`src/rtl/puct_child_select_table_top_defines.svh`:
```
// assertion macros for the child selection table
// used by the top level; no other dependencies
`ifndef PUCT_CHILD_SELECT_TABLE_TOP_DEFINES_SVH
`define PUCT_CHILD_SELECT_TABLE_TOP_DEFINES_SVH
`ifndef SYNTHESIS
`define PCST_ASSERT(label, clk, rst_n, prop, msg) \
	label: assert property (@(posedge clk) disable iff (!rst_n) (prop)) else $error(msg);
`define PCST_ASSERT_NEXT(label, clk, rst_n, ante, cons, msg) \
	label: assert property (@(posedge clk) disable iff (!rst_n) (ante) |=> (cons)) else $error(msg);
`else
`define PCST_ASSERT(label, clk, rst_n, prop, msg)
`define PCST_ASSERT_NEXT(label, clk, rst_n, ante, cons, msg)
`endif
`endif

```
`src/rtl/pcst_pkg.sv`:
```
// shared types and constants of the child selection table
// no dependencies
`default_nettype none
package pcst_pkg;
	localparam int VISIT_W = 20;
	localparam logic [VISIT_W-1:0] VISIT_MAX = 20'hFFFFF;
	localparam int DIVN_W = 37;
	localparam int DIVD_W = 21;
	localparam int ROOT_W = 10;

	typedef enum logic [1:0] {
		FUNC_CLEAR  = 2'd0,
		FUNC_EXPAND = 2'd1,
		FUNC_BACKUP = 2'd2,
		FUNC_SELECT = 2'd3
	} func_t;

	localparam logic [2:0] ADDR_EXPLORE_GAIN = 3'd0;
	localparam logic [15:0] EXPLORE_GAIN_RESET = 16'd4096;

	typedef struct packed {
		logic [1:0]         func;
		logic [15:0]        action_id;
		logic [15:0]        prior;
		logic [5:0]         child_index;
		logic signed [15:0] value;
		logic [19:0]        parent_visits;
	} req_t;

	typedef struct packed {
		logic [5:0]  best_index;
		logic [15:0] best_action;
		logic        leaf;
		logic [6:0]  child_count;
		logic        error;
	} rsp_t;

	typedef struct packed {
		logic [15:0]        action;
		logic [15:0]        prior;
		logic signed [15:0] mean;
		logic [VISIT_W-1:0] visits;
	} entry_t;

	typedef enum logic [2:0] {
		ST_IDLE, ST_SQRT, ST_WALK, ST_MUL, ST_DIVGO, ST_DIV, ST_APPLY, ST_DONE
	} state_t;
endpackage
`default_nettype wire

```
`src/rtl/pcst_div.sv`:
```
// serial restoring divider, one quotient bit per cycle
// depends on pcst_pkg
`default_nettype none
module pcst_div (
	input  wire logic                        clk,
	input  wire logic                        arst_n,
	input  wire logic                        start,
	input  wire logic [pcst_pkg::DIVN_W-1:0] dividend,
	input  wire logic [pcst_pkg::DIVD_W-1:0] divisor,
	output logic                             busy,
	output logic                             done,
	output logic [pcst_pkg::DIVN_W-1:0]      quotient
);
	localparam int CNT_W = $clog2(pcst_pkg::DIVN_W + 1);

	logic [CNT_W-1:0]                cnt_q;
	logic                            done_q;
	logic [pcst_pkg::DIVN_W-1:0]     quo_q;
	logic [pcst_pkg::DIVD_W:0]       rem_q;
	logic [pcst_pkg::DIVD_W-1:0]     dsr_q;
	logic [pcst_pkg::DIVD_W:0]       rem_sh;
	logic                            fits;

	// shift in next dividend bit and trial subtract
	assign rem_sh = {rem_q[pcst_pkg::DIVD_W-1:0], quo_q[pcst_pkg::DIVN_W-1]};
	assign fits = rem_sh >= {1'b0, dsr_q};

	always_ff @(posedge clk or negedge arst_n) begin
		if (!arst_n) begin
			cnt_q  <= '0;
			done_q <= 1'b0;
		end else begin
			done_q <= 1'b0;
			if (start) begin
				cnt_q <= CNT_W'(pcst_pkg::DIVN_W);
			end else if (cnt_q != '0) begin
				cnt_q <= cnt_q - 1'b1;
				done_q <= (cnt_q == CNT_W'(1));
			end
		end
	end

	always_ff @(posedge clk) begin
		if (start) begin
			quo_q <= dividend;
			dsr_q <= divisor;
			rem_q <= '0;
		end else if (cnt_q != '0) begin
			quo_q <= {quo_q[pcst_pkg::DIVN_W-2:0], fits};
			rem_q <= fits ? rem_sh - {1'b0, dsr_q} : rem_sh;
		end
	end

	assign busy = cnt_q != '0;
	assign done = done_q;
	assign quotient = quo_q;
endmodule
`default_nettype wire

```
`config.mk`:
```
export PLATFORM = sky130hd
export DESIGN_NAME = pcst_div
export DESIGN_NICKNAME = d
export VERILOG_FILES = /design/src/rtl/puct_child_select_table_top_defines.svh /design/src/rtl/pcst_pkg.sv /design/src/rtl/pcst_div.sv
export SDC_FILE = /design/constraint.sdc
export NUM_CORES = 1
export LEC_CHECK = 0
export BUFFER_PORTS_ARGS = -buffer_cell sky130_fd_sc_hd__buf_2
export CORE_ASPECT_RATIO = 1.1
export CORE_MARGIN = 4
export CORE_UTILIZATION = 50
export CTS_BUF_LIST = sky130_fd_sc_hd__clkbuf_4 sky130_fd_sc_hd__clkbuf_8 sky130_fd_sc_hd__clkbuf_16
export DETAILED_ROUTE_END_ITERATION = 8
export GPL_TIMING_DRIVEN = 0
export HOLD_SLACK_MARGIN = 0.03
export PLACE_DENSITY = 0.82
export SYNTH_ARGS = -nofsm -noshare
export SYNTH_HDL_FRONTEND = slang
export SYNTH_SLANG_ARGS = --single-unit
export TNS_END_PERCENT = 20
```
`constraint.sdc`:
```
create_clock -name clk -period 2.84 [get_ports clk]
set_input_delay 0.71 -clock clk [delete_from_list [all_inputs] [get_ports clk]]
set_output_delay 0.71 -clock clk [all_outputs]
set_load 0.1 [all_outputs]
```
==> flow_summary.ini <==
[floorplanning]
initial_core_util = 0.5083
core_area_mm2 = 0.009842
die_y_um = 112.9
rows = 38
die-area_mm2 = 0.01167
num_io_pins = 100
fp.dieW_um = 103.4

[global_route]
use_met3 = 0.05425
grt_max_degree = 23
grt_pass1_wl_mm = 21.50
use_met2 = 0.3844
grtUsageMet1 = 0.2981
gr-total-overflow = 0
grt_pass1_vias = 4446
antenna_found_initial = 0
top_usage_layer = met2
track_usage = 0.2383

[layout]
diodes = 0
mostFrequentLayoutCells = buf_2 (104), edfxtp_1 (58), mux2_2 (36)
final_common_cell = buf_2
fin_nets = 691
fillerInstances = 761
area_growth_pct = 22.09
final_cells = 731
drive_gt1_frac = 0.3306

[clocking]
clkLatencyLatePin_ns = 0.37
root_buffer = clkbuf_8
clock-sinks = 86
cts_made_buffers = 9
cts.clk_slew.worst_paths_ns = 0.09
cts_tree = built
cts-htree-levels = 3
clock_path_buffers = 2
cts_hold_buffers = 0

[synthesis]
synth-seq-cells = 86
yosys.cell_types.count = 66
ys_warn_count = 0
async_flop_share = 0.08140
yosysTopAreaCell = edfxtp_1
synthTopCellsByArea = edfxtp_1 (35%), dfxtp_1 (8.4%), mux2_2 (8.3%), ha_1 (5.8%), dfrtp_1 (3.5%)
syn-mean-instance-area_um2 = 10.40
yosysSeqAreaShare = 0.4672
synth_area_mm2 = 0.005002
synth_top_area_share = 0.3482
postSynthCellCount = 481
synthFlopType = edfxtp_1
synth_nets = 566
synth_edf_count = 58

[timing]
slew_viol_final = 0
max_slew_margin = 0.5066
report.final.hold_viol_count = 0
worstMarginPinSlew_ns = 0.7401
clock_skew_ns = 0.008584
fmax_mhz = 342.2
setup_viol = 6
fin_ws_ns = -0.08260
tns_ns = -0.1721
post-route-period-util = 1.029
hold_ws_ns = 0.1525
rsz0062_at_grt = true
fin_crit_ns = 2.923

[place]
hpwlAfterDp_mm = 9.772
place.gp.congestion = 0.9444
dp_cells = 700
pre_cts_slack_ns = -0.4418
portBuffers = 99

[worst_setup_path]
path_buf_inv = 4
cpPeakStageDelay_ns = 0.40
startpoint = quotient[36]
path_max_fanout = 3
r2r_start = quotient[36]
crit_family = compound AO/OA/AOI/OAI gates
crit_arrival_ns = 3.05
worstSetupPathType = reg -> reg
cpMaxStageDelayCell = edfxtp_1
crit_chain = inv_1 -> ha_2 -> inv_2 -> fa_2 -> a21o_1 -> a221o_1 -> a22o_1 -> o31ai_4 -> buf_6 -> buf_6 -> nand2_8 -> mux2_4
crit_required_ns = 2.96
cp-start-kind = flip-flop
cp-end-kind = flip-flop
crit_top_cell = buf_6

[min_path]
min_path_type = in -> async

[route]
drt-initial-drc-count = 491
postRouteAntennaNets = 0
drt-pass1-iter-count = 5
drt_wl_total_mm = 13.80
drc = 0
via_per_inst = 6.025
num_vias = 4404
wl_per_cell_um = 18.88

[status]
violations = setup timing
status = finished with violations

[job]
drv_cap = 0

[pwr]
ir_drop_v = 0.0005076
p_per_area_mw_per_mm2 = 827.1
leakage_nw = 2.586
p_total_mw = 5.051
-- repair_timing --
item,in CTS,in global routing
setup endpoints to repair,60,60
setup buffers,8,8
pin swaps,9,17
gates resized for setup,16,22
cloned,1,0
-- registers in the layout (all words and copies together), names as in the netlist --
| register | flops |
|---|---|
| done | 1 |
| quotient | 37 |
| cnt_q | 6 |
| dsr_q | 21 |
| rem_q | 21 |
-- stage by stage --
step                      utilization  cell area, µm²
after floorplan                     -            5007
after global placement         0.5744            5653
after detailed placement       0.5744            5653
after CTS                      0.6056            5961
after global routing           0.6205            6107
final                          0.6205            6107
-- logic make-up (layout without fill, tap and decap cells) --
family / Yosys count / count (layout) / share of synthesized area
buffers and inverters: 57 / 187 / 0.04777
multiplexers: 40 / 40 / 0.08929
AND/OR/NAND/NOR: 145 / 145 / 0.1403
AO/OA/AOI/OAI: 116 / 116 / 0.1711
XOR/XNOR: 13 / 13 / 0.02276
adder cells (fa/ha/maj): 24 / 24 / 0.06153
flip-flops: 86 / 86 / 0.4672
-- final timing paths --
| path | endpoint | slack (ns) | cells past startpoint |
|---|---|---|---|
| max in group asynchronous | cnt_q[2] | 2.53 | 1 |
| hold / removal | cnt_q[0] | 0.15 | 1 |
| setup / recovery | quotient[0] | -0.08 | 12 |
| min in group clk | rem_q[2] | 0.49 | 2 |
| hold reg to reg | rem_q[2] | 0.49 | 2 |
| setup reg to reg | quotient[0] | -0.08 | 12 |
-- area by class of cell --
class	instances	area (µm²)	share of cell area
Multi-Input combinational cell	338	2534	0.4149
Clock buffer	9	123.9	0.02028
Timing Repair Buffer	114	629.4	0.1031
Buffer	26	131.4	0.02151
Inverter	30	130.1	0.02131
Tap cell	120	150.1	0.02459
Clock inverter	7	63.81	0.01045
Timing Repair inverter	1	7.507	0.001229
Sequential cell	86	2337	0.3827
-- power breakdown --
group,internal (mW),switching (mW)
sequential,1.55,0.167
combinational,0.848,1.61
clock,0.401,0.471
total,2.80,2.25
-- Yosys cell counts, types with 3 or more instances --
library cell and n:
nor2_1 34, mux2i_1 3, nand2b_1 5, o31ai_1 7, nand2_1 36, nand4_1 5, inv_1 29, mux2_2 37
o221ai_1 3, xor2_1 3, a211oi_1 4, and2_1 4, o31a_1 3, a21o_1 6, nor4_1 5, ha_1 23
buf_2 5, and3_1 7, nand3_1 23, dfxtp_1 21, o21a_1 6, edfxtp_1 58, a21oi_1 21, a31oi_1 3
or3_1 5, nor3_1 12, clkbuf_1 18, o21ai_0 16, xnor2_1 10, dfrtp_1 7, o211ai_1 8, a311oi_1 8
a22oi_1 3
-- layer usage --
| layer | wire length [µm] | vias up | share of wire |
|---|---|---|---|
| li1 | - | 2067 | - |
| met1 | 5538 | 2058 | 0.40 |
| met2 | 6636 | 244 | 0.48 |
| met3 | 1245 | 35 | 0.090 |
| met4 | 380 | 0 | 0.028 |
| met5 | 0 | - | 0 |
Note: power is estimated with default switching activity, not from simulation.
