$ cat config.mk
export PLATFORM = sky130hd
export DESIGN_NAME = pcst_cell
export DESIGN_NICKNAME = d
export VERILOG_FILES = /design/src/rtl/puct_child_select_table_top_defines.svh /design/src/rtl/pcst_pkg.sv /design/src/rtl/pcst_cell.sv
export SDC_FILE = /design/constraint.sdc
export NUM_CORES = 1
export LEC_CHECK = 0
export BUFFER_PORTS_ARGS = -buffer_cell sky130_fd_sc_hd__buf_2
export CORE_UTILIZATION = 44
export CTS_CLUSTER_SIZE = 12
export DETAILED_ROUTE_END_ITERATION = 10
export PLACE_DENSITY = 0.81
export SYNTH_ARGS = -nofsm -noshare
export SYNTH_HDL_FRONTEND = slang
export SYNTH_SLANG_ARGS = --single-unit
$ cat constraint.sdc
create_clock -name clk -period 0.8 [get_ports clk]
set_input_delay 0.08 -clock clk [delete_from_list [all_inputs] [get_ports clk]]
set_output_delay 0.08 -clock clk [all_outputs]
set_load 0.05 [all_outputs]
$ cat src/rtl/puct_child_select_table_top_defines.svh
// assertion macros for the child selection table
// used by the top level; no other dependencies
`ifndef PUCT_CHILD_SELECT_TABLE_TOP_DEFINES_SVH
`define PUCT_CHILD_SELECT_TABLE_TOP_DEFINES_SVH
`ifndef SYNTHESIS
`define PCST_ASSERT(label, clk, rst_n, prop, msg) \
	label: assert property (@(posedge clk) disable iff (!rst_n) (prop)) else $error(msg);
`define PCST_ASSERT_NEXT(label, clk, rst_n, ante, cons, msg) \
	label: assert property (@(posedge clk) disable iff (!rst_n) (ante) |=> (cons)) else $error(msg);
`else
`define PCST_ASSERT(label, clk, rst_n, prop, msg)
`define PCST_ASSERT_NEXT(label, clk, rst_n, ante, cons, msg)
`endif
`endif

$ cat src/rtl/pcst_pkg.sv
// shared types and constants of the child selection table
// no dependencies
`default_nettype none
package pcst_pkg;
	localparam int VISIT_W = 20;
	localparam logic [VISIT_W-1:0] VISIT_MAX = 20'hFFFFF;
	localparam int DIVN_W = 37;
	localparam int DIVD_W = 21;
	localparam int ROOT_W = 10;

	typedef enum logic [1:0] {
		FUNC_CLEAR  = 2'd0,
		FUNC_EXPAND = 2'd1,
		FUNC_BACKUP = 2'd2,
		FUNC_SELECT = 2'd3
	} func_t;

	localparam logic [2:0] ADDR_EXPLORE_GAIN = 3'd0;
	localparam logic [15:0] EXPLORE_GAIN_RESET = 16'd4096;

	typedef struct packed {
		logic [1:0]         func;
		logic [15:0]        action_id;
		logic [15:0]        prior;
		logic [5:0]         child_index;
		logic signed [15:0] value;
		logic [19:0]        parent_visits;
	} req_t;

	typedef struct packed {
		logic [5:0]  best_index;
		logic [15:0] best_action;
		logic        leaf;
		logic [6:0]  child_count;
		logic        error;
	} rsp_t;

	typedef struct packed {
		logic [15:0]        action;
		logic [15:0]        prior;
		logic signed [15:0] mean;
		logic [VISIT_W-1:0] visits;
	} entry_t;

	typedef enum logic [2:0] {
		ST_IDLE, ST_SQRT, ST_WALK, ST_MUL, ST_DIVGO, ST_DIV, ST_APPLY, ST_DONE
	} state_t;
endpackage
`default_nettype wire

$ cat src/rtl/pcst_cell.sv
// one cell of the child ring: holds one child entry
// depends on pcst_pkg
`default_nettype none
module pcst_cell (
	input  wire logic            clk,
	input  wire logic            shift,
	input  wire pcst_pkg::entry_t nbr,
	output pcst_pkg::entry_t      ent
);
	pcst_pkg::entry_t ent_q;

	// take the neighbour's entry on each ring step
	always_ff @(posedge clk) begin
		if (shift) begin
			ent_q <= nbr;
		end
	end

	assign ent = ent_q;
endmodule
`default_nettype wire

==> results.sh, run 1 <==
export IMPL_cp_slowest_cell="edfxtp_1"
export IMPL_gp_congestion=0.686
export IMPL_relSlewSlack=0.864
export IMPL_drive_gt1_frac=0.514
export IMPL_dieWidth_um=70.1
export IMPL_fmax_mhz=993
export IMPL_layout_area_overhead_vs_synth_pct=100
export IMPL_syn_area_per_cell_um2=30.0
export IMPL_drtPass1Iterations=4
export IMPL_ys_warn_count=0
export IMPL_grt_first_pass_wirelength_mm=10.4
export IMPL_grt_usage=0.303
export IMPL_crit_type="reg -> out"
export IMPL_max_cap_viol_count=0
export IMPL_wl_mm=7.03
export IMPL_place_area_um2=2830
export IMPL_worst_path_buf_inv=1
export IMPL_via_count=1595
export IMPL_synth_cell_types=1
export IMPL_antenna_found_initial=0
export IMPL_place_ws_ns=0.0291
export IMPL_ant_nets=0
export IMPL_cp_start_kind="register"
export IMPL_power_frac_seq=0.498
export IMPL_final_hold_viol_count=0
export IMPL_placementRows=24
export IMPL_setup_viol=68
export IMPL_m1WireLength_mm=2.31
export IMPL_largest_register_ffs=68
export IMPL_cts_made_buffers=9
export IMPL_wl_per_cell_um=20.5
export IMPL_cpPeakStageDelay_ns=0.42
export IMPL_power_density_nw_per_um2=2160
export IMPL_worst_pin_slew_ns=0.204
export IMPL_clk_pin_slew_ns=0.07
export IMPL_cts_max_level=3
export IMPL_min_path_cells=2
export IMPL_syn_nets=138
export IMPL_min_period_ns=1.01
export IMPL_drv_slew=0
export IMPL_cp_arrival_ns=0.93
export IMPL_finalPower_mw=8.82
export IMPL_violations="negative setup slack"
export IMPL_status="finished, violations left"
export IMPL_synthArstFlopShare=0
export IMPL_min_to="ent[19]"
export IMPL_synth_top_area_frac=1.00
export IMPL_seq_area_frac_synth=1.00
export IMPL_synth_main_ff_cell="edfxtp_1"
export IMPL_die_y_um=70.1
export IMPL_fin_crit_sh=1.26
export IMPL_drt_iter0_markers=98
export IMPL_start_util=0.463
export IMPL_post_cts_buffers=0
export IMPL_ir_drop_mv=1.51
export IMPL_worstHoldStart="shift"
export IMPL_final_nets=356
export IMPL_via_per_inst=4.66
export IMPL_crit_family="flip-flops"
export IMPL_p_clk_frac=0.259
export IMPL_portBuffers=137
export IMPL_met2_length_mm=4.31
export IMPL_worst_slack_ns=-0.207
export IMPL_path_max_fanout=1
export IMPL_fin_setup_tns_ns=-11.17
export IMPL_multi_input_area_um2=0
export IMPL_cts_root_buf="clkbuf_8"
export IMPL_core_um2=4410
export IMPL_end_kind="output port"
export IMPL_hold_worst_slack_ns=0.262
export IMPL_worst_ep_required_time_ns=0.72
export IMPL_combPwrFrac=0.243
export IMPL_diodes=0
export IMPL_cts_sinks=68
export IMPL_cts_tree="done"
export IMPL_p_sw_frac=0.301
export IMPL_rsz0062_at_grt="true"
export IMPL_synth_top_cells_by_count="68 x edfxtp_1"
export IMPL_postLayoutCellArea_um2=4090
export IMPL_leakagePower_nw=1.73
export IMPL_hold_class="in -> reg"
export IMPL_route_detailed_drc=0
export IMPL_intPower_mw=6.16
export IMPL_top_layer="met4"
export IMPL_die_area_um2=4920
export IMPL_crit_chain="buf_6"
export IMPL_yosys_area_top_type="edfxtp_1"
export IMPL_synth_edf_count=68
export IMPL_cts_max_path_buffers=2
export IMPL_io_pin_count=138
export IMPL_synth_most_common_cell="edfxtp_1"
export IMPL_fillers=131
export IMPL_synthCells=68
export IMPL_multi_input_gates=0
export IMPL_synth_area_top_cells="edfxtp_1 100%"
export IMPL_grt_overflow_total=0
export IMPL_grt_pass1_vias=1907
export IMPL_p_sw_mw=2.66
export IMPL_synth_seq_cells=68
export IMPL_wl_met3_um=348
export IMPL_synth_area_um2=2040
export IMPL_grt_max_degree=37
[final cells by class]
| class | count | area (um^2) | share of cell area |
|---|---|---|---|
| Timing Repair Buffer | 207 | 1830 | 0.448 |
| Clock inverter | 5 | 20.0 | 0.00490 |
| Clock buffer | 10 | 128 | 0.0312 |
| Tap cell | 52 | 65.1 | 0.0159 |
| Sequential cell | 68 | 2040 | 0.500 |
[layout by cell type, fill, tap and decap left out]
cell type      instances
clkinv_1               4
edfxtp_1              68
clkinv_2               1
buf_6                 68
clkbuf_8               9
clkbuf_1               1
buf_2                 69
dlygate4sd3_1         68
buf_12                 2
[worst max-delay path by stage]
stage / startpoint / to / slack [ns] / cells after the start
CTS: ent[23] / ent[23] / -0.20 / 1
floorplan: ent[0] / ent[0] / 0.12 / 0
finish: ent[14] / ent[14] / -0.21 / 1
global placement: shift / ent[18] / 0.04 / 2
detailed placement: shift / ent[53] / 0.03 / 2
global route: ent[9] / ent[9] / -0.23 / 1
[repair_timing]
| action | CTS | global route |
|---|---|---|
| pin swaps | 0 | 0 |
| hold buffers | 68 | 0 |
| hold endpoints to repair | 68 | 0 |
| gates resized for setup | 136 | 0 |
| setup endpoints to repair | 68 | 68 |
[kinds of logic (layout without fill, tap and decap cells)]
family | Yosys count | in the layout | share of synthesized area
buffers and inverters | 0 | 222 | 0
flip-flops | 68 | 68 | 1.00
[stage by stage]
| stage | util | instances |
|---|---|---|
| after floorplan | - | 68 |
| after global placement | 0.642 | 259 |
| after detailed placement | 0.642 | 259 |
| after CTS | 0.926 | 342 |
| after global routing | 0.926 | 342 |
| final | 0.926 | 342 |
[power by group through the flow]
| stage | Sequential [mW] | Combinational, mW | Clock [mW] |
|---|---|---|---|
| finish | 4.39 | 2.14 | 2.29 |
| CTS | 4.37 | 2.09 | 2.21 |
| global route | 4.41 | 2.19 | 2.46 |
| floorplan | 5.38 | 0 | 0 |
| detailed placement | 4.37 | 1.50 | 0 |
| global placement | 4.36 | 1.48 | 0 |
[per-layer routing]
metal,vias to the layer above,GRT usage
met2,81,0.624
met5,-,0
met1,794,0.291
li1,714,-
met3,6,0.0620
met4,0,0.0956
(Power assumes the default switching activity.)
==> run 2, diff against run 1 <==
--- a/config.mk
+++ b/config.mk
@@ -6,10 +6,10 @@
 export NUM_CORES = 1
 export LEC_CHECK = 0
 export BUFFER_PORTS_ARGS = -buffer_cell sky130_fd_sc_hd__buf_2
-export CORE_UTILIZATION = 44
+export CORE_UTILIZATION = 36
 export CTS_CLUSTER_SIZE = 12
 export DETAILED_ROUTE_END_ITERATION = 10
-export PLACE_DENSITY = 0.81
+export PLACE_DENSITY = 0.71
 export SYNTH_ARGS = -nofsm -noshare
 export SYNTH_HDL_FRONTEND = slang
 export SYNTH_SLANG_ARGS = --single-unit
==> constraint.sdc (replaced) <==
create_clock -name clk -period 0.9 [get_ports clk]
set_input_delay 0.09 -clock clk [delete_from_list [all_inputs] [get_ports clk]]
set_output_delay 0.09 -clock clk [all_outputs]
set_load 0.05 [all_outputs]
==> results.sh, run 2 (same netlist as run 1, synthesis figures left out) <==
export IMPL_cts_max_path_buffers=2
export IMPL_gp_congestion=0.699
export IMPL_rsz0062_at_grt="true"
export IMPL_relSlewSlack=0.866
export IMPL_ant_nets=0
export IMPL_grt_overflow_total=0
export IMPL_dieWidth_um=77.3
export IMPL_max_cap_viol_count=0
export IMPL_cp_slowest_cell="edfxtp_1"
export IMPL_crit_family="flip-flops"
export IMPL_cts_root_buf="clkbuf_8"
export IMPL_worst_ep_required_time_ns=0.81
export IMPL_wl_met3_um=650
export IMPL_largest_register_ffs=68
export IMPL_min_period_ns=1.02
export IMPL_grt_usage=0.220
export IMPL_worstHoldStart="shift"
export IMPL_drive_gt1_frac=0.522
export IMPL_hold_worst_slack_ns=0.246
export IMPL_clk_pin_slew_ns=0.07
export IMPL_grt_max_degree=38
export IMPL_die_area_um2=5980
export IMPL_utilization=0.758
export IMPL_cts_sinks=68
export IMPL_leakagePower_nw=1.75
export IMPL_wl_per_cell_um=16.8
export IMPL_cpPeakStageDelay_ns=0.42
export IMPL_diodes=0
export IMPL_final_nets=356
export IMPL_top_layer="met4"
export IMPL_m1WireLength_mm=2.11
export IMPL_crit_type="reg -> out"
export IMPL_finalPower_mw=8.15
export IMPL_portBuffers=137
export IMPL_min_to="ent[48]"
export IMPL_final_common_cell="buf_2"
export IMPL_fin_crit_sh=1.14
export IMPL_met2_length_mm=3.24
export IMPL_place_ws_ns=0.119
export IMPL_multi_input_gates=0
export IMPL_layout_common_cells="69 x buf_2, 68 x edfxtp_1, 68 x dlygate4sd3_1, 68 x buf_6, 9 x clkbuf_8"
export IMPL_post_cts_buffers=0
export IMPL_drt_iter0_markers=38
export IMPL_crit_chain="buf_6"
export IMPL_hold_class="in -> reg"
export IMPL_via_count=1528
export IMPL_cts_tree="done"
export IMPL_status="finished, violations left"
export IMPL_layout_area_overhead_vs_synth_pct=103
export IMPL_cp_arrival_ns=0.93
export IMPL_final_hold_viol_count=0
export IMPL_fmax_mhz=977
export IMPL_drtPass1Iterations=4
export IMPL_fin_setup_tns_ns=-5.68
export IMPL_end_kind="output port"
export IMPL_cts_made_buffers=9
export IMPL_via_per_inst=4.21
export IMPL_violations="negative setup slack"
export IMPL_route_detailed_drc=0
export IMPL_antenna_found_initial=0
export IMPL_worst_path_buf_inv=1
export IMPL_placementRows=27
export IMPL_grt_pass1_vias=1804
export IMPL_core_um2=5470
export IMPL_power_density_nw_per_um2=1960
export IMPL_path_max_fanout=1
export IMPL_cp_start_kind="register"
export IMPL_drv_slew=0
export IMPL_wl_mm=6.10
export IMPL_cts_max_level=3
export IMPL_min_path_cells=2
export IMPL_io_pin_count=138
export IMPL_setup_viol=68
export IMPL_ir_drop_mv=1.32
export IMPL_start_util=0.373
export IMPL_grt_first_pass_wirelength_mm=9.10
export IMPL_worst_slack_ns=-0.123
export IMPL_die_y_um=77.3
export IMPL_multi_input_area_um2=0
export IMPL_worst_pin_slew_ns=0.201
## run 2: timing repair
item | CTS | global route
resized for setup | 136 | 0
hold endpoints to repair | 68 | 0
setup endpoints to repair | 68 | 68
hold buffers | 68 | 0
## run 2: per-stage QoR
stage / instance area, um^2 / cells
floorplan: 2040 / 68
global placement: 2860 / 279
detailed placement: 2860 / 279
CTS: 4150 / 363
global route: 4150 / 363
finish: 4150 / 363
## run 2: cell type report
| cell class | instances | area, um^2 |
|---|---|---|
| Clock buffer | 11 | 131 |
| Clock inverter | 5 | 52.6 |
| Fill cell | 317 | 1330 |
| Sequential cell | 68 | 2040 |
| Tap cell | 72 | 90.1 |
| Timing Repair Buffer | 207 | 1830 |
## run 2: how the worst max path moves through the flow
stage	startpoint	to	slack (ns)	depth (start not counted)
6_report	ent[2]	ent[2]	-0.12	1
3_5_place_dp	shift	ent[67]	0.12	2
2_1_floorplan	ent[0]	ent[0]	0.21	0
4_1_cts	ent[15]	ent[15]	-0.11	1
3_3_place_gp	shift	ent[57]	0.12	2
5_1_grt	ent[49]	ent[49]	-0.16	1
## run 2: per-layer routing
layer / vias to the layer above / track usage
li1: 712 / -
met1: 702 / 0.223
met2: 107 / 0.387
met3: 7 / 0.102
met4: 0 / 0.0868
met5: - / 0
## run 2: report_power, final
part	internal (mW)	switching, mW
sequential	3.77	0.125
combinational	0.759	1.12
clock	1.27	1.10
total	5.80	2.35
