==> src/rtl/puct_child_select_table_top_defines.svh <==
// assertion macros for the child selection table
// used by the top level; no other dependencies
`ifndef PUCT_CHILD_SELECT_TABLE_TOP_DEFINES_SVH
`define PUCT_CHILD_SELECT_TABLE_TOP_DEFINES_SVH
`ifndef SYNTHESIS
`define PCST_ASSERT(label, clk, rst_n, prop, msg) \
	label: assert property (@(posedge clk) disable iff (!rst_n) (prop)) else $error(msg);
`define PCST_ASSERT_NEXT(label, clk, rst_n, ante, cons, msg) \
	label: assert property (@(posedge clk) disable iff (!rst_n) (ante) |=> (cons)) else $error(msg);
`else
`define PCST_ASSERT(label, clk, rst_n, prop, msg)
`define PCST_ASSERT_NEXT(label, clk, rst_n, ante, cons, msg)
`endif
`endif

==> src/rtl/pcst_pkg.sv <==
// shared types and constants of the child selection table
// no dependencies
`default_nettype none
package pcst_pkg;
	localparam int VISIT_W = 20;
	localparam logic [VISIT_W-1:0] VISIT_MAX = 20'hFFFFF;
	localparam int DIVN_W = 37;
	localparam int DIVD_W = 21;
	localparam int ROOT_W = 10;

	typedef enum logic [1:0] {
		FUNC_CLEAR  = 2'd0,
		FUNC_EXPAND = 2'd1,
		FUNC_BACKUP = 2'd2,
		FUNC_SELECT = 2'd3
	} func_t;

	localparam logic [2:0] ADDR_EXPLORE_GAIN = 3'd0;
	localparam logic [15:0] EXPLORE_GAIN_RESET = 16'd4096;

	typedef struct packed {
		logic [1:0]         func;
		logic [15:0]        action_id;
		logic [15:0]        prior;
		logic [5:0]         child_index;
		logic signed [15:0] value;
		logic [19:0]        parent_visits;
	} req_t;

	typedef struct packed {
		logic [5:0]  best_index;
		logic [15:0] best_action;
		logic        leaf;
		logic [6:0]  child_count;
		logic        error;
	} rsp_t;

	typedef struct packed {
		logic [15:0]        action;
		logic [15:0]        prior;
		logic signed [15:0] mean;
		logic [VISIT_W-1:0] visits;
	} entry_t;

	typedef enum logic [2:0] {
		ST_IDLE, ST_SQRT, ST_WALK, ST_MUL, ST_DIVGO, ST_DIV, ST_APPLY, ST_DONE
	} state_t;
endpackage
`default_nettype wire

==> src/rtl/pcst_isqrt.sv <==
// serial integer square root of a 20 bit count, two radicand bits per cycle
// depends on pcst_pkg
`default_nettype none
module pcst_isqrt (
	input  wire logic                         clk,
	input  wire logic                         arst_n,
	input  wire logic                         start,
	input  wire logic [pcst_pkg::VISIT_W-1:0] radicand,
	output logic                              done,
	output logic [pcst_pkg::ROOT_W-1:0]       root
);
	localparam int W = pcst_pkg::VISIT_W + 2;

	logic [W-1:0] x_q;
	logic [W-1:0] root_q;
	logic [W-1:0] bit_q;
	logic         run_q;
	logic         done_q;
	logic [W-1:0] trial;

	assign trial = root_q + bit_q;

	always_ff @(posedge clk or negedge arst_n) begin
		if (!arst_n) begin
			run_q  <= 1'b0;
			done_q <= 1'b0;
		end else begin
			done_q <= 1'b0;
			if (start) begin
				run_q <= 1'b1;
			end else if (run_q && bit_q[1:0] != 2'b00) begin
				run_q  <= 1'b0;
				done_q <= 1'b1;
			end
		end
	end

	// one result bit per step
	always_ff @(posedge clk) begin
		if (start) begin
			x_q    <= W'(radicand);
			root_q <= '0;
			bit_q  <= W'(1) << pcst_pkg::VISIT_W;
		end else if (run_q) begin
			if (x_q >= trial) begin
				x_q    <= x_q - trial;
				root_q <= (root_q >> 1) + bit_q;
			end else begin
				root_q <= root_q >> 1;
			end
			bit_q <= bit_q >> 2;
		end
	end

	assign done = done_q;
	assign root = root_q[pcst_pkg::ROOT_W-1:0];
endmodule
`default_nettype wire

==> config.mk <==
export PLATFORM = sky130hd
export DESIGN_NAME = pcst_isqrt
export DESIGN_NICKNAME = d
export VERILOG_FILES = /design/src/rtl/puct_child_select_table_top_defines.svh /design/src/rtl/pcst_pkg.sv /design/src/rtl/pcst_isqrt.sv
export SDC_FILE = /design/constraint.sdc
export NUM_CORES = 1
export LEC_CHECK = 0
export BUFFER_PORTS_ARGS = -buffer_cell sky130_fd_sc_hd__clkbuf_2
export CORE_ASPECT_RATIO = 0.9
export CORE_MARGIN = 5
export CORE_UTILIZATION = 40
export CTS_CLUSTER_DIAMETER = 100
export CTS_CLUSTER_SIZE = 30
export DETAILED_ROUTE_END_ITERATION = 10
export MAX_ROUTING_LAYER = met4
export PLACE_DENSITY = 0.68
export SLEW_MARGIN = 10
export SYNTH_ARGS = -nofsm -noshare
export SYNTH_HDL_FRONTEND = slang
export SYNTH_SLANG_ARGS = --single-unit
==> constraint.sdc <==
create_clock -name clk -period 6.2 [get_ports clk]
set_input_delay 1.24 -clock clk [delete_from_list [all_inputs] [get_ports clk]]
set_output_delay 1.24 -clock clk [all_outputs]
set_load 0.02 [all_outputs]
==> qor.yml, run 1 <==
floorplan:
  initial_core_util: 0.409
  core_sq_mm: 0.0121
  rows: 38
  fp.dieH_um: 116
  dieWidth_um: 127
  io_pins: 34
  dieArea_sq_mm: 0.0147
timing:
  fin_crit_sh: 0.836
  skew_ps: 8.71
  period_needed_ps: 5180
  layout_setup_ws_ps: 1020
  rsz0062_at_grt: "false"
  whs_ps: 502
  hold_violations: 0
  setup_tns_ps: 0
  relSlewSlack: 0.262
  setup_violations: 0
  fmax_ghz: 0.193
  slew_viol_final: 0
  worstMarginPinSlew_ps: 1110
critical_path:
  critPathRequiredTime_ps: 6440
  path_max_fanout: 26
  path_class: "reg2reg"
  start_kind: "register"
  end_kind: "register"
  cp_data_arrival_time_ps: 5420
clock_tree:
  post_cts_resize_count: 0
  cts_root_buffer: "clkbuf_16"
  cts_buffer_depth: 2
  cts.clk_slew.worst_paths_ps: 50
  htree_levels: 3
  clk_latency_ps: 340
  hold_buffers: 0
  cts_made_buffers: 9
  postCtsSetupBuffers: 0
  clock_sinks: 57
  cts_tree: "built"
layout:
  final_cell_mix: "59 x nand2_1, 46 x ha_1, 45 x o21ai_0"
  multi_input_area_sq_mm: 0.00330
  layout_commonest_cell: "nand2_1"
  antenna-diode-count: 0
  nets: 681
  seq_area_sq_mm: 0.00135
  fillerInstances: 1200
  syn_to_final_growth_pct: 8.85
  drive_above_1_share: 0.112
detailed_routing:
  top_layer_used: "met4"
  ant_nets: 0
  routed-wl-met3_um: 891
  vias_per_cell: 6.09
  firstDrtPassIters: 5
  drt_iter0_drc: 445
  met1_length_um: 5920
  wirelength_um: 13200
  wl_per_cell_um: 17.0
  drc: 0
  wl_met2_um: 6060
  vias: 4722
outcome:
  status: "finished clean"
place:
  port_buffers: 33
  place_congestion: 0.906
  dp_hpwl_um: 9450
  dp_slack_ps: 1220
synth:
  yosys_warnings: 0
  synth_nets: 679
  async_flop_share: 0.0351
  ys.flop_type: "dfxtp_1"
  synth-edff-count: 20
  syn_area_sq_mm: 0.00496
  ys_ff_latch: 57
  synth.distinct_cells: 65
  ys_seq_area_frac: 0.272
  postSynthCellCount: 609
  syn_avg_cell_area_sq_um: 8.15
global_routing:
  gr-total-overflow: 0
  grt_start_max_net_pins: 58
  grt_pass1_wl_um: 22000
  grt_usage: 0.189
  grt_pass1_vias: 4448
  antenna_found_initial: 0
worst_hold_path:
  hold_path_class: "reg2reg"
job:
  max-cap-violations: 0
power_and_ir_drop:
  leakage_nw: 2.24
  ir_drop_mv: 0.211
  pwr_density_cell_mw_per_mm2: 441
  power_mw: 2.38
## through the flow
stage           util  std cells  area (sq um)
2_1_floorplan      -        609          4960
3_3_place_gp   0.422        760          5120
3_5_place_dp   0.422        760          5120
4_1_cts        0.446        776          5400
5_1_grt        0.446        776          5400
6_report       0.446        776          5400
## logic make-up (layout without fill, tap and decap cells)
family / Yosys count / count (layout) / share of synthesized area
and+or+nand+nor: 198 / 198 / 0.196
buffers and inverters: 64 / 71 / 0.0633
xor gates and xnor gates: 40 / 40 / 0.0706
AOI/OAI and AO/OA: 184 / 184 / 0.239
muxes: 19 / 19 / 0.0388
adders and majority gates: 47 / 47 / 0.120
DFF: 57 / 57 / 0.272
## routing by layer
metal  vias up  track usage
met4         0       0.0708
met2       182        0.292
met1      2218        0.239
met3        36       0.0484
li1       2286            -
met5         -            -
## power breakdown
part           internal [mW]  switching [mW]
Combinational          0.514           0.809
Sequential             0.518          0.0603
Clock                  0.303           0.177
Total                   1.33            1.05
## flip-flops by register name (all words and copies together), names as in the netlist
signal	count
done	1
x_q	22
run_q	1
root_q	22
bit_q	11
## cells in the mapped netlist, drive strengths merged, types with 7 or more instances
cell type | number | area share
nor3 | 10 | 0.010
mux2i | 17 | 0.034
nand2 | 59 | 0.045
o21ai | 47 | 0.047
nor2 | 41 | 0.031
nand4 | 15 | 0.019
xnor2 | 19 | 0.034
edfxtp | 20 | 0.12
a31oi | 23 | 0.029
ha | 46 | 0.12
a21o | 7 | 0.011
dfxtp | 35 | 0.14
inv | 17 | 0.013
xor2 | 21 | 0.037
a21oi | 42 | 0.043
buf | 22 | 0.032
clkbuf | 24 | 0.018
nor4 | 9 | 0.011
nand3 | 23 | 0.023
## layout make-up
| type | instances | share of cell area |
|---|---|---|
| tap | 160 | 0.0371 |
| clock buffer | 14 | 0.0507 |
| sequential | 57 | 0.250 |
| multi-input combinational | 488 | 0.611 |
| clock inverter | 2 | 0.00208 |
| timing repair buffer | 37 | 0.0361 |
| inverter | 18 | 0.0125 |
## worst paths after layout
kind | start | endpoint | slack [ps] | cells past startpoint
setup / recovery | root_q[2] | root_q[15] | 1020 | 16
hold / removal | root_q[21] | root_q[21] | 500 | 2
setup reg to reg | root_q[2] | root_q[15] | 1020 | 16
hold reg to reg | root_q[21] | root_q[21] | 500 | 2
max in group asynchronous | arst_n | run_q | 5410 | 1
min in group asynchronous | arst_n | done | 680 | 1
## worst max-delay path, cell delays in order (launching register included)
cell and delay [ps]:
dfxtp_1 460, ha_1 320, a31oi_1 350, o21ai_1 230, a21oi_1 260, nor2_1 100, or2_2 300, a31oi_1 210
xor2_1 190, ha_1 310, a21oi_1 250, o21a_1 230, a21boi_0 270, a31o_2 170, or3_1 850, o221ai_1 250
nor4_1 310
Note: power is estimated with default switching activity, not from simulation.
==> run 2, diff against run 1 <==
--- a/config.mk
+++ b/config.mk
@@ -13,7 +13,7 @@
 export CTS_CLUSTER_SIZE = 30
 export DETAILED_ROUTE_END_ITERATION = 10
 export MAX_ROUTING_LAYER = met4
-export PLACE_DENSITY = 0.68
+export PLACE_DENSITY = 0.7
 export SLEW_MARGIN = 10
 export SYNTH_ARGS = -nofsm -noshare
 export SYNTH_HDL_FRONTEND = slang
==> constraint.sdc (replaced) <==
create_clock -name clk -period 4.2 [get_ports clk]
set_input_delay 0.84 -clock clk [delete_from_list [all_inputs] [get_ports clk]]
set_output_delay 0.84 -clock clk [all_outputs]
set_load 0.02 [all_outputs]
==> qor.yml, run 2 (synthesized netlist as in run 1, its figures left out) <==
clock_tree:
  cts_root_buffer: "clkbuf_16"
  cts.clk_slew.worst_paths_ps: 50  # about the same
  htree_levels: 3  # unchanged
  clk_latency_ps: 330  # about the same
  cts_buffer_depth: 2  # unchanged
  cts_tree: "built"
  clock_sinks: 57  # unchanged
  cts_made_buffers: 9  # unchanged
power_and_ir_drop:
  ir_drop_mv: 0.255  # +21%
  p_comb_frac: 0.599  # +0.043
  power_mw: 4.11  # +73%
  pwr_density_cell_mw_per_mm2: 682  # +55%
  switching_share: 0.425  # -0.0148
  switching_power_mw: 1.75  # +67%
  p_seq_frac: 0.206  # -0.037
  internal_power_mw: 2.37  # +77%
  pwr-share-clk: 0.195  # -0.006
  leakage_nw: 2.52  # +13%
layout:
  top_regs: "root_q x22, x_q x22, bit_q x11"
  drive_above_1_share: 0.219  # +0.107
  nets: 727  # +6.8%
  final_cell_mix: "58 x nand2_1, 43 x o21ai_0, 43 x buf_4"
  syn_to_final_growth_pct: 21.5
  layout_commonest_cell: "nand2_1"
  finalNonFillerCells: 822  # +5.9%
  antenna-diode-count: 0  # unchanged
floorplan:
  dieWidth_um: 127  # unchanged
  dieArea_sq_mm: 0.0147  # unchanged
  rows: 38  # unchanged
  fp.dieH_um: 116  # unchanged
  core_sq_mm: 0.0121  # unchanged
  io_pins: 34  # unchanged
  initial_core_util: 0.409  # unchanged
global_routing:
  grt_start_max_net_pins: 73  # +26%
  grt_usage: 0.201  # +0.0123
  antenna_found_initial: 0  # unchanged
  gr-total-overflow: 0  # unchanged
  grt_pass1_wl_um: 23400  # +6.5%
  grt_pass1_vias: 4758  # +7.0%
detailed_routing:
  firstDrtPassIters: 5  # unchanged
  vias: 4954  # +4.9%
  ant_nets: 0  # unchanged
  vias_per_cell: 6.03  # -0.96%
  wl_per_cell_um: 18.0  # +6.1%
  drt_iter0_drc: 344  # -23%
  wirelength_um: 14800  # +12%
  drc: 0  # unchanged
critical_path:
  cp_data_arrival_time_ps: 4280  # -1140 ps
  end_kind: "register"
  reg2reg_slack_ps: 150  # -870 ps
  path_class: "reg2reg"
  worstRegToRegCells: 16  # unchanged
  crit_start: "root_q[0]"
  r2r-end: "root_q[18]"
  critPathRequiredTime_ps: 4430  # -2010 ps
  rr_startpoint: "root_q[0]"
  path_max_fanout: 26  # unchanged
  start_kind: "register"
timing:
  fin_crit_sh: 0.965  # +0.129
  setup_violations: 0  # unchanged
  fmax_ghz: 0.247  # +28%
  worstMarginPinSlew_ps: 866  # -241 ps
  relSlewSlack: 0.417  # +0.155
  period_needed_ps: 4050  # -1130 ps
  slew_viol_final: 0  # unchanged
  skew_ps: 4.08  # -4.63 ps
  hold_violations: 0  # unchanged
  whs_ps: 286  # -216 ps
place:
  place_congestion: 0.959  # +5.8%
  dp.cells: 798  # +5.0%
  port_buffers: 33  # unchanged
  dp_hpwl_um: 10200  # +8.2%
job:
  max-cap-violations: 0  # unchanged
worst_hold_path:
  hold_path_class: "in2async"
outcome:
  status: "finished clean"
run 2: final cells by class:
cell class	count	area, sq um
tap	160	200
fill	1125	6090
sequential	57	1360
clock buffer	10	239
timing repair buffer	83	598
clock inverter	6	81.3
inverter	18	67.6
multi-input combinational	488	3490
run 2: worst max-delay path, cell delays in order (launching register included):
cell and delay, ps:
dfxtp_1 330, ha_2 210, ha_1 210, a21o_1 190, a31o_2 260, a31o_4 280, a31oi_4 190, nor2b_1 80
xnor2_1 120, ha_1 390, o21ai_0 120, a21o_1 210, a31o_2 290, or3_4 380, buf_12 180, a2111o_1 410
o311ai_1 90
run 2: what timing repair did:
item                                    in CTS  in global routing
endpoints found under the setup margin       4                 47
pin swaps                                    1                 17
setup buffers                                1                  5
gates resized for setup                      2                 37
hold buffers                                 0                  0
gates cloned                                 0                  2
run 2: how the worst max path moves through the flow:
stage | endpoint | slack [ps] | depth (start not counted)
final | root_q[18] | 150 | 16
after CTS | root_q[18] | 20 | 17
after detailed placement | root_q[6] | -100 | 19
after global placement | root_q[6] | -30 | 19
after global routing | x_q[16] | -10 | 14
after floorplan | x_q[0] | 10 | 17
run 2: metrics by stage:
step                 util  setup TNS, ps  worst slack, ps  area, sq um
CTS                 0.478              0             16.0         5790
detailed placement  0.450           -121             -103         5460
floorplan               -              0             14.9         5000
global placement    0.450          -33.1            -33.1         5460
finish              0.498              0              147         6030
global route        0.498          -14.4            -13.5         6030
run 2: power groups by stage:
stage / sequential (mW) / clock [mW] / combinational [mW]
after floorplan: 0.827 / 0 / 1.59
after global placement: 0.852 / 0 / 2.13
after detailed placement: 0.855 / 0 / 2.18
after CTS: 0.845 / 0.812 / 2.22
after global routing: 0.858 / 0.841 / 2.67
final: 0.848 / 0.802 / 2.46
run 2: routing by layer:
metal  track usage  wire length, um  vias up
li1              -                -     2376
met3        0.0336              942       33
met1         0.260             6630     2326
met4        0.0622              352        0
met5             -                0        -
met2         0.324             6900      219
==> run 3, diff against run 2 <==
--- a/config.mk
+++ b/config.mk
@@ -14,6 +14,7 @@
 export DETAILED_ROUTE_END_ITERATION = 10
 export MAX_ROUTING_LAYER = met4
 export PLACE_DENSITY = 0.7
+export SETUP_SLACK_MARGIN = 0.3
 export SLEW_MARGIN = 10
 export SYNTH_ARGS = -nofsm -noshare
 export SYNTH_HDL_FRONTEND = slang
==> qor.yml, run 3 (synthesized netlist as in run 1, its figures left out) <==
power_and_ir_drop:
  p_seq_frac: 0.203  # -0.003
  ir_drop_mv: 0.465  # +82%
  pwr_density_cell_mw_per_mm2: 665  # -2.5%
  switching_power_mw: 1.81  # +3.5%
  internal_power_mw: 2.38  # +0.66%
  p_comb_frac: 0.636  # +0.037
  switching_share: 0.431  # +0.00679
  leakage_nw: 2.58  # +2.7%
  pwr-share-clk: 0.161  # -0.034
global_routing:
  gr-total-overflow: 0  # unchanged
  antenna_found_initial: 0  # unchanged
  grt_start_max_net_pins: 57  # -22%
  grt_usage: 0.212  # +0.0104
  grt_pass1_wl_um: 24100  # +2.9%
  grt_pass1_vias: 4959  # +4.2%
layout:
  fillerInstances: 1093  # -2.8%
  final_util: 0.520  # +0.0221
  design_area_sq_mm: 0.00630  # +4.4%
  top_regs: "root_q x22, x_q x22, bit_q x11"
  finalNonFillerCells: 833  # +1.3%
  nets: 738  # +1.5%
  multi_input_area_sq_mm: 0.00366  # +4.8%
  drive_above_1_share: 0.264  # +0.0455
  final_cell_mix: "57 x nand2_1, 49 x buf_4, 38 x nor2_1, 38 x o21ai_0, 37 x a21oi_1"
  seq_area_sq_mm: 0.00138  # +1.4%
  antenna-diode-count: 0  # unchanged
  syn_to_final_growth_pct: 26.9
  layout_commonest_cell: "nand2_1"
timing:
  fin_crit_sh: 0.952  # -0.0136
  slew_viol_final: 0  # unchanged
  worstMarginPinSlew_ps: 930  # +64.1 ps
  setup_tns_ps: 0  # unchanged
  period_needed_ps: 4000  # -57.0 ps
  fmax_ghz: 0.250  # +1.4%
  setup_violations: 0  # unchanged
  hold_violations: 0  # unchanged
  skew_ps: 9.30  # +5.22 ps
  whs_ps: 279  # -6.52 ps
  relSlewSlack: 0.373  # -0.0432
  rsz0062_at_grt: "true"
worst_hold_path:
  hold_path_class: "in2async"
critical_path:
  path_class: "reg2reg"
  path_max_fanout: 7  # -73%
  start_kind: "register"
  reg2reg_slack_ps: 200  # +60 ps
  end_kind: "register"
  cp_data_arrival_time_ps: 4220  # -60 ps
  critPathRequiredTime_ps: 4430  # about the same
clock_tree:
  htree_levels: 3  # unchanged
  cts_tree: "built"
  cts.clk_slew.worst_paths_ps: 50  # about the same
  hold_buffers: 0  # unchanged
  cts_made_buffers: 9  # unchanged
  clock_sinks: 57  # unchanged
  cts_root_buffer: "clkbuf_16"
  clk_latency_ps: 340  # about the same
  cts_buffer_depth: 2  # unchanged
floorplan:
  core_sq_mm: 0.0121  # unchanged
  dieArea_sq_mm: 0.0147  # unchanged
  fp.dieH_um: 116  # unchanged
  rows: 38  # unchanged
  dieWidth_um: 127  # unchanged
  initial_core_util: 0.409  # unchanged
  io_pins: 34  # unchanged
detailed_routing:
  wl_per_cell_um: 18.4  # +2.1%
  vias_per_cell: 6.09  # +1.1%
  drt_iter0_drc: 366  # +6.4%
  ant_nets: 0  # unchanged
  drc: 0  # unchanged
  wirelength_um: 15300  # +3.4%
  vias: 5074  # +2.4%
  firstDrtPassIters: 5  # unchanged
place:
  dp.cells: 788  # -1.3%
  port_buffers: 33  # unchanged
  dp_hpwl_um: 10600  # +3.7%
  place_congestion: 0.955  # -0.41%
  placed_area_sq_mm: 0.00549  # +0.67%
job:
  max-cap-violations: 0  # unchanged
outcome:
  status: "finished clean"
==> run 3: per-layer routing <==
layer | track usage | wire length (um)
met3 | 0.0516 | 1080
met1 | 0.255 | 6480
met5 | - | 0
met2 | 0.334 | 7130
met4 | 0.104 | 644
==> run 3: what timing repair did <==
| action | in CTS | in global routing |
|---|---|---|
| buffers inserted | 9 | 15 |
| gates resized for setup | 18 | 48 |
| endpoints found under the hold margin | 0 | 0 |
| gates cloned | 2 | 3 |
| setup endpoints to repair | 41 | 47 |
| pin swaps | 14 | 29 |
==> run 3: worst max-delay path, stage by stage, from the launching register on <==
cell      delay (ps)
dfxtp_4          350
ha_4             260
a31oi_4          210
o21ai_4          100
a21oi_2          180
nor2_2            60
or2_4            250
a31oi_4          170
xor2_1           240
ha_1             330
a21oi_2          230
o21a_1           210
and4_1           200
a21boi_2         180
buf_4            140
nor3_4            50
buf_6            130
or3_4            320
a32o_1           270
==> run 3: final timing paths <==
check                                 from    endpoint  cells past startpoint
worst max-delay path             root_q[2]   root_q[4]                     18
worst max register to register   root_q[2]   root_q[4]                     18
worst min-delay path                arst_n        done                      1
max in group asynchronous           arst_n       run_q                      1
min in group clk                root_q[21]  root_q[21]                      2
worst min register to register  root_q[21]  root_q[21]                      2
==> run 3: cell type report <==
class,count,share of cell area
timing repair buffer,94,0.116
clock buffer,13,0.0397
tap,160,0.0318
clock inverter,3,0.00258
inverter,18,0.0107
sequential,57,0.218
multi-input combinational,488,0.581
==> run 3: power groups by stage <==
stage	Sequential (mW)	Clock (mW)	Combinational [mW]
floorplan	0.829	0	1.63
global placement	0.854	0	2.08
detailed placement	0.858	0	2.15
CTS	0.851	0.682	2.33
global route	0.861	0.704	2.90
finish	0.849	0.674	2.67
==> run 3: stage by stage <==
step	total power [mW]	setup slack (ps)
3_5_place_dp	3.01	44.9
5_1_grt	4.46	69.5
3_3_place_gp	2.94	87.9
6_report	4.19	203
4_1_cts	3.86	277
2_1_floorplan	2.46	255
